File: src/rtl/i2f_pkg.sv
// Shared constants and stage payload types for the int32 to float32 converter.
package i2f_pkg;
  localparam int unsigned DataWidth = 32;
  localparam int unsigned FracBits  = 23;
  localparam int unsigned ExpBias   = 127;
  localparam int unsigned PosWidth  = 5;

  typedef struct packed {
    logic        sign;
    logic        zero;
    logic [31:0] mag;
  } mag_t;

  typedef struct packed {
    logic        sign;
    logic        zero;
    logic [4:0]  pos;
    logic [31:0] norm;
  } norm_t;
endpackage

File: src/rtl/i2f_stage.sv
// One pipeline register stage with valid/ready flow control.
module i2f_stage #(
  parameter int unsigned Width = 32
) (
  input  logic             clk,
  input  logic             rst,
  input  logic             in_valid,
  output logic             in_ready,
  input  logic [Width-1:0] in_data,
  output logic             out_valid,
  input  logic             out_ready,
  output logic [Width-1:0] out_data
);
  assign in_ready = !out_valid || out_ready;

  always_ff @(posedge clk) begin
    if (rst) begin
      out_valid <= 1'b0;
    end else if (in_ready) begin
      out_valid <= in_valid;
    end
  end

  always_ff @(posedge clk) begin
    if (in_ready && in_valid) begin
      out_data <= in_data;
    end
  end
endmodule

File: src/rtl/i2f_norm.sv
// Leading-one search and left alignment of the magnitude.
module i2f_norm (
  input  i2f_pkg::mag_t  m,
  output i2f_pkg::norm_t n
);
  logic [4:0] pos;

  always_comb begin
    pos = '0;
    for (int i = 0; i < 32; i++) begin
      if (m.mag[i]) pos = 5'(i);
    end
  end

  assign n.sign = m.sign;
  assign n.zero = m.zero;
  assign n.pos  = pos;
  // leading one lands at bit 31
  assign n.norm = m.mag << (5'd31 - pos);
endmodule

File: src/rtl/i2f_round.sv
// Round to nearest even and pack the single-precision word.
module i2f_round (
  input  i2f_pkg::norm_t n,
  output logic [31:0]    f
);
  logic [23:0] sig;
  logic        guard;
  logic        sticky;
  logic        up;
  logic [24:0] sum;
  logic [7:0]  expo;

  assign sig    = n.norm[31:8];
  assign guard  = n.norm[7];
  assign sticky = |n.norm[6:0];
  assign up     = guard && (sticky || sig[0]);
  assign sum    = {1'b0, sig} + 25'(up);
  assign expo   = 8'(n.pos) + 8'(i2f_pkg::ExpBias) + 8'(sum[24]);

  always_comb begin
    if (n.zero) f = '0;
    else f = {n.sign, expo, sum[24] ? sum[23:1] : sum[22:0]};
  end
endmodule

File: src/rtl/int32_to_float32_convert_top.sv
// Throughput: one word per cycle; each of the three register stages stalls
// only when the stage after it is full and not draining.
// Stages: magnitude, leading-one alignment, rounding and packing.
// Reset: rst, synchronous, empties all stages; data registers are not reset.
module int32_to_float32_convert_top (
  input  logic        clk,
  input  logic        rst,
  input  logic        s_tvalid,
  output logic        s_tready,
  input  logic [31:0] s_tdata,   // [31:0] int_value
  output logic        m_tvalid,
  input  logic        m_tready,
  output logic [31:0] m_tdata    // [31:0] float_bits
);
  i2f_pkg::mag_t  mag_in, mag_q;
  i2f_pkg::norm_t norm_in, norm_q;
  logic [31:0]    flt_in;
  logic           v1, r1, v2, r2;

  assign mag_in.sign = s_tdata[31];
  assign mag_in.zero = (s_tdata == '0);
  assign mag_in.mag  = s_tdata[31] ? (32'd0 - s_tdata) : s_tdata;

  i2f_stage #(.Width($bits(i2f_pkg::mag_t))) u_s1 (
    .clk, .rst, .in_valid(s_tvalid), .in_ready(s_tready), .in_data(mag_in),
    .out_valid(v1), .out_ready(r1), .out_data(mag_q));

  i2f_norm u_norm (.m(mag_q), .n(norm_in));

  i2f_stage #(.Width($bits(i2f_pkg::norm_t))) u_s2 (
    .clk, .rst, .in_valid(v1), .in_ready(r1), .in_data(norm_in),
    .out_valid(v2), .out_ready(r2), .out_data(norm_q));

  i2f_round u_round (.n(norm_q), .f(flt_in));

  i2f_stage #(.Width(32)) u_s3 (
    .clk, .rst, .in_valid(v2), .in_ready(r2), .in_data(flt_in),
    .out_valid(m_tvalid), .out_ready(m_tready), .out_data(m_tdata));

  a_norm_top: assert property (@(posedge clk) disable iff (rst)
    v2 && !norm_q.zero |-> norm_q.norm[31])
    else $error("normalized significand lacks leading one");
  a_zero: assert property (@(posedge clk) disable iff (rst)
    v1 |-> (mag_q.zero == (mag_q.mag == '0)))
    else $error("zero flag disagrees with magnitude");
  a_hold: assert property (@(posedge clk) disable iff (rst)
    v2 && !r2 |=> v2)
    else $error("stalled stage lost its word");
endmodule

File: config.mk
export PLATFORM = sky130hd
export DESIGN_NAME = int32_to_float32_convert_top
export DESIGN_NICKNAME = d
export VERILOG_FILES = /design/src/rtl/i2f_pkg.sv /design/src/rtl/i2f_stage.sv /design/src/rtl/i2f_norm.sv /design/src/rtl/i2f_round.sv /design/src/rtl/int32_to_float32_convert_top.sv
export SDC_FILE = /design/constraint.sdc
export NUM_CORES = 1
export LEC_CHECK = 0
export ABC_AREA = 1
export BUFFER_PORTS_ARGS = -buffer_cell sky130_fd_sc_hd__buf_2
export CELL_PAD_IN_SITES_DETAIL_PLACEMENT = 1
export CELL_PAD_IN_SITES_GLOBAL_PLACEMENT = 1
export CORE_ASPECT_RATIO = 1.4
export CORE_UTILIZATION = 40
export DETAILED_ROUTE_END_ITERATION = 6
export PLACE_DENSITY_LB_ADDON = 0.1
export SYNTH_ARGS = -nofsm -noshare
export SYNTH_HDL_FRONTEND = slang
export SYNTH_SLANG_ARGS = --single-unit
File: constraint.sdc
create_clock -name clk -period 4.5 [get_ports clk]
set_input_delay 0.45 -clock clk [delete_from_list [all_inputs] [get_ports clk]]
set_output_delay 0.45 -clock clk [all_outputs]
set_load 0.1 [all_outputs]
==> flow_metrics.py <==
metrics = {
    "power_and_ir_drop": {
        "netSwitchingPower_mw": 0.854,
        "clkPwrFrac": 0.302,
        "p_int_mw": 1.76,
        "p_per_area_nw_per_um2": 339,
        "ir_drop_mv": 0.212,
        "power.share.sequential": 0.472,
        "combinationalPowerShare": 0.226,
        "sw_frac_of_total": 0.327,
        "p_leak_nw": 3.42,
    },
    "min_path": {
        "min_path_type": "primary input to register",
    },
    "synth": {
        "synth.distinct_cells": 43,
        "yosys_warnings": 0,
        "yosysSeqAreaShare": 0.466,
        "synth-edff-count": 105,
        "syn_inst": 871,
        "synthTopCellsByArea": "edfxtp_1 46%, nand3_1 15%, nand2_1 10%",
        "ys_ff_latch": 108,
        "synth_area_um2": 6890,
        "yosysTopAreaCellShare": 0.458,
        "syn_area_per_cell_um2": 7.91,
        "async_reset_ff_frac": 0,
        "yosysTopAreaCell": "edfxtp_1",
        "synth_ff_type": "edfxtp_1",
        "syn-num-nets": 911,
    },
    "sta": {
        "fin_ws_ps": 806,
        "fin_tns_setup_ps": 0,
        "finalHoldViolCount": 0,
        "rsz0062_at_grt": "false",
        "max_freq_ghz": 0.271,
        "finalCritPeriodShare": 0.821,
        "slew_violations": 0,
        "finalSetupViolations": 0,
        "fin_skew_ps": 12.4,
        "hold_ws_ps": 278,
        "slew_headroom": 0.369,
        "worst_pin_slew_ps": 944,
        "period_minus_slack_ps": 3690,
    },
    "drt": {
        "wl_per_cell_um": 15.5,
        "ant_nets": 0,
        "drt_iter0_drc": 261,
        "drtPass1Iterations": 4,
        "drc": 0,
        "wl_um": 17600,
        "avgViaCountPerCell": 5.33,
        "num_vias": 6058,
    },
    "cells_and_area": {
        "drive_gt1_frac": 0.131,
        "fin_cells": 1137,
        "num-nets-final": 969,
        "register_area_um2": 3210,
        "area_growth_pct": 12.1,
        "n_fill_cell": 2098,
        "diodes": 0,
        "multi_input_area_um2": 3120,
    },
    "critical_path": {
        "crit_fanout": 3,
        "cp_slowest_cell": "edfxtp_1",
        "cp.required_ps": 4590,
        "arrival_ps": 3780,
        "crit_type": "register to register",
        "crit_path_max_incr_delay_ps": 350,
        "setup.worst_path.start_class": "register",
        "end_kind": "register",
        "cp_cell_sequence": "nand2_1 > inv_1 > ha_1 > nand2_1 > nor2_1 > nand3_1 > nor3_1 > nand4_1 > nor2_1 > nand2_1 > nor3_1 > nand4_1 > nor2_1 > inv_1 > nor2_1 > inv_1 > ha_1 > ha_1 > inv_1 > or2_2 > nor2_1 > inv_1 > or2_2 > a21oi_1",
    },
    "cts": {
        "postCtsSetupRepairBufs": 0,
        "numCtsBuffers": 9,
        "cts_hold_buf": 0,
        "cts_tree": "yes",
        "htreeDepth": 3,
        "cts_root_buf": "clkbuf_16",
        "clk_pin_slew_ps": 80,
        "cts_buffer_depth": 2,
        "cts_resized": 0,
        "clock_sinks": 108,
        "clkLatencyLatePin_ps": 360,
    },
    "placed_design": {
        "place_ws_ps": 735,
        "gp_congestion": 0.875,
        "io_buffers": 69,
        "place_hpwl_um": 14300,
        "placed_cells_incl_taps": 1121,
    },
    "global_routing": {
        "grt_max_degree": 40,
        "antenna_found_initial": 0,
        "grtUsageTotal": 0.214,
        "grt_pass1_vias": 6389,
        "grt_overflow": 0,
        "grt_pass1_wl_um": 30000,
    },
    "die": {
        "dieHeight_um": 157,
        "ios": 70,
        "initial_core_util": 0.410,
        "core-area_um2": 16800,
        "fp.dieW_um": 113,
        "dieArea_um2": 17800,
        "fp-row-count": 56,
    },
    "flow_run": {
        "drv_cap": 0,
    },
    "run_status": {
        "run_status": "completed",
    },
}
## state kept, by name, indices dropped and copies added (netlist names)
register,flops
u_s2.out_data,39
u_s1.out_data,34
u_s3.out_data,32
u_s1.out_valid,1
u_s2.out_valid,1
u_s3.out_valid,1
## final cells by class
cell class	instances	area share
inverters	110	0.0534
well taps	203	0.0329
repair buffers	80	0.0554
flip-flops and latches	108	0.416
multi-input cells	620	0.404
clock buffers	9	0.0292
clock inverters	7	0.00939
## cell usage in the layout, fill, tap and decap left out, types with 8 or more instances in the layout
cell type / n
a21oi_1: 16
buf_2: 69
buf_4: 11
clkbuf_16: 9
edfxtp_1: 105
inv_1: 103
nand2_1: 191
nand3_1: 202
nand4_1: 11
nor2_1: 70
nor3_1: 13
nor4_1: 11
o21ai_0: 21
or2_2: 8
xnor2_1: 21
xor2_1: 23
## critical path, delay by kind of cell, from the launching register on
family / cells / cell delay, ps
adder cells (fa/ha/maj): 3 / 570
AO/OA/AOI/OAI: 1 / 50
AND/OR/NAND/NOR: 15 / 2070
flip-flops: 1 / 350
buffers and inverters: 5 / 370
## Yosys cell counts, drive strengths merged (4+ instances only)
master / instances
nor2: 70
clkbuf: 23
ha: 4
xnor2: 21
nor3: 13
or2: 8
nor4: 11
nand2: 197
xor2: 23
inv: 107
o21ai: 23
buf: 10
a21oi: 18
nand3: 204
nand4: 11
edfxtp: 105
## kinds of logic (layout without fill, tap and decap cells)
logic type,count (synthesis),count (layout),share of synthesized area
buffers and inverters,143,206,0.0833
flip-flops,108,108,0.466
XOR/XNOR,44,44,0.0559
AND/OR/NAND/NOR,520,520,0.343
AO/OA/AOI/OAI,52,52,0.0445
adder cells (fa/ha/maj),4,4,0.00726
## power by group through the flow
stage / Clock (mW) / Sequential, mW / Combinational [mW]
floorplan: 0 / 1.30 / 0.391
global placement: 0 / 1.25 / 0.579
detailed placement: 0 / 1.26 / 0.593
CTS: 0.806 / 1.23 / 0.597
global route: 0.837 / 1.24 / 0.671
finish: 0.790 / 1.23 / 0.592
## per-stage QoR
step	cell area (um^2)	utilization	power [mW]
global route	7720	0.459	2.75
floorplan	6890	-	1.69
detailed placement	7430	0.442	1.85
CTS	7720	0.459	2.64
global placement	7430	0.442	1.83
finish	7720	0.459	2.62
## worst paths after layout
check	start	to	slack (ps)	cells after the start
max	u_s2.out_data[7]	u_s3.out_data[27]	810	24
min	rst	u_s1.out_valid	280	2
max reg2reg	u_s2.out_data[7]	u_s3.out_data[27]	810	24
min reg2reg	u_s1.out_data[32]	u_s2.out_data[37]	420	0
## layer usage
metal / global-route usage / vias to the layer above / share of wire / routed length, um
met4: 0.0827 / 0 / 0.033 / 582
met2: 0.434 / 94 / 0.56 / 9870
met5: 0 / - / 0 / 0
li1: - / 3056 / - / -
met3: 0.0258 / 25 / 0.018 / 309
met1: 0.219 / 2883 / 0.39 / 6870
Power figures use the tool's default switching activity.
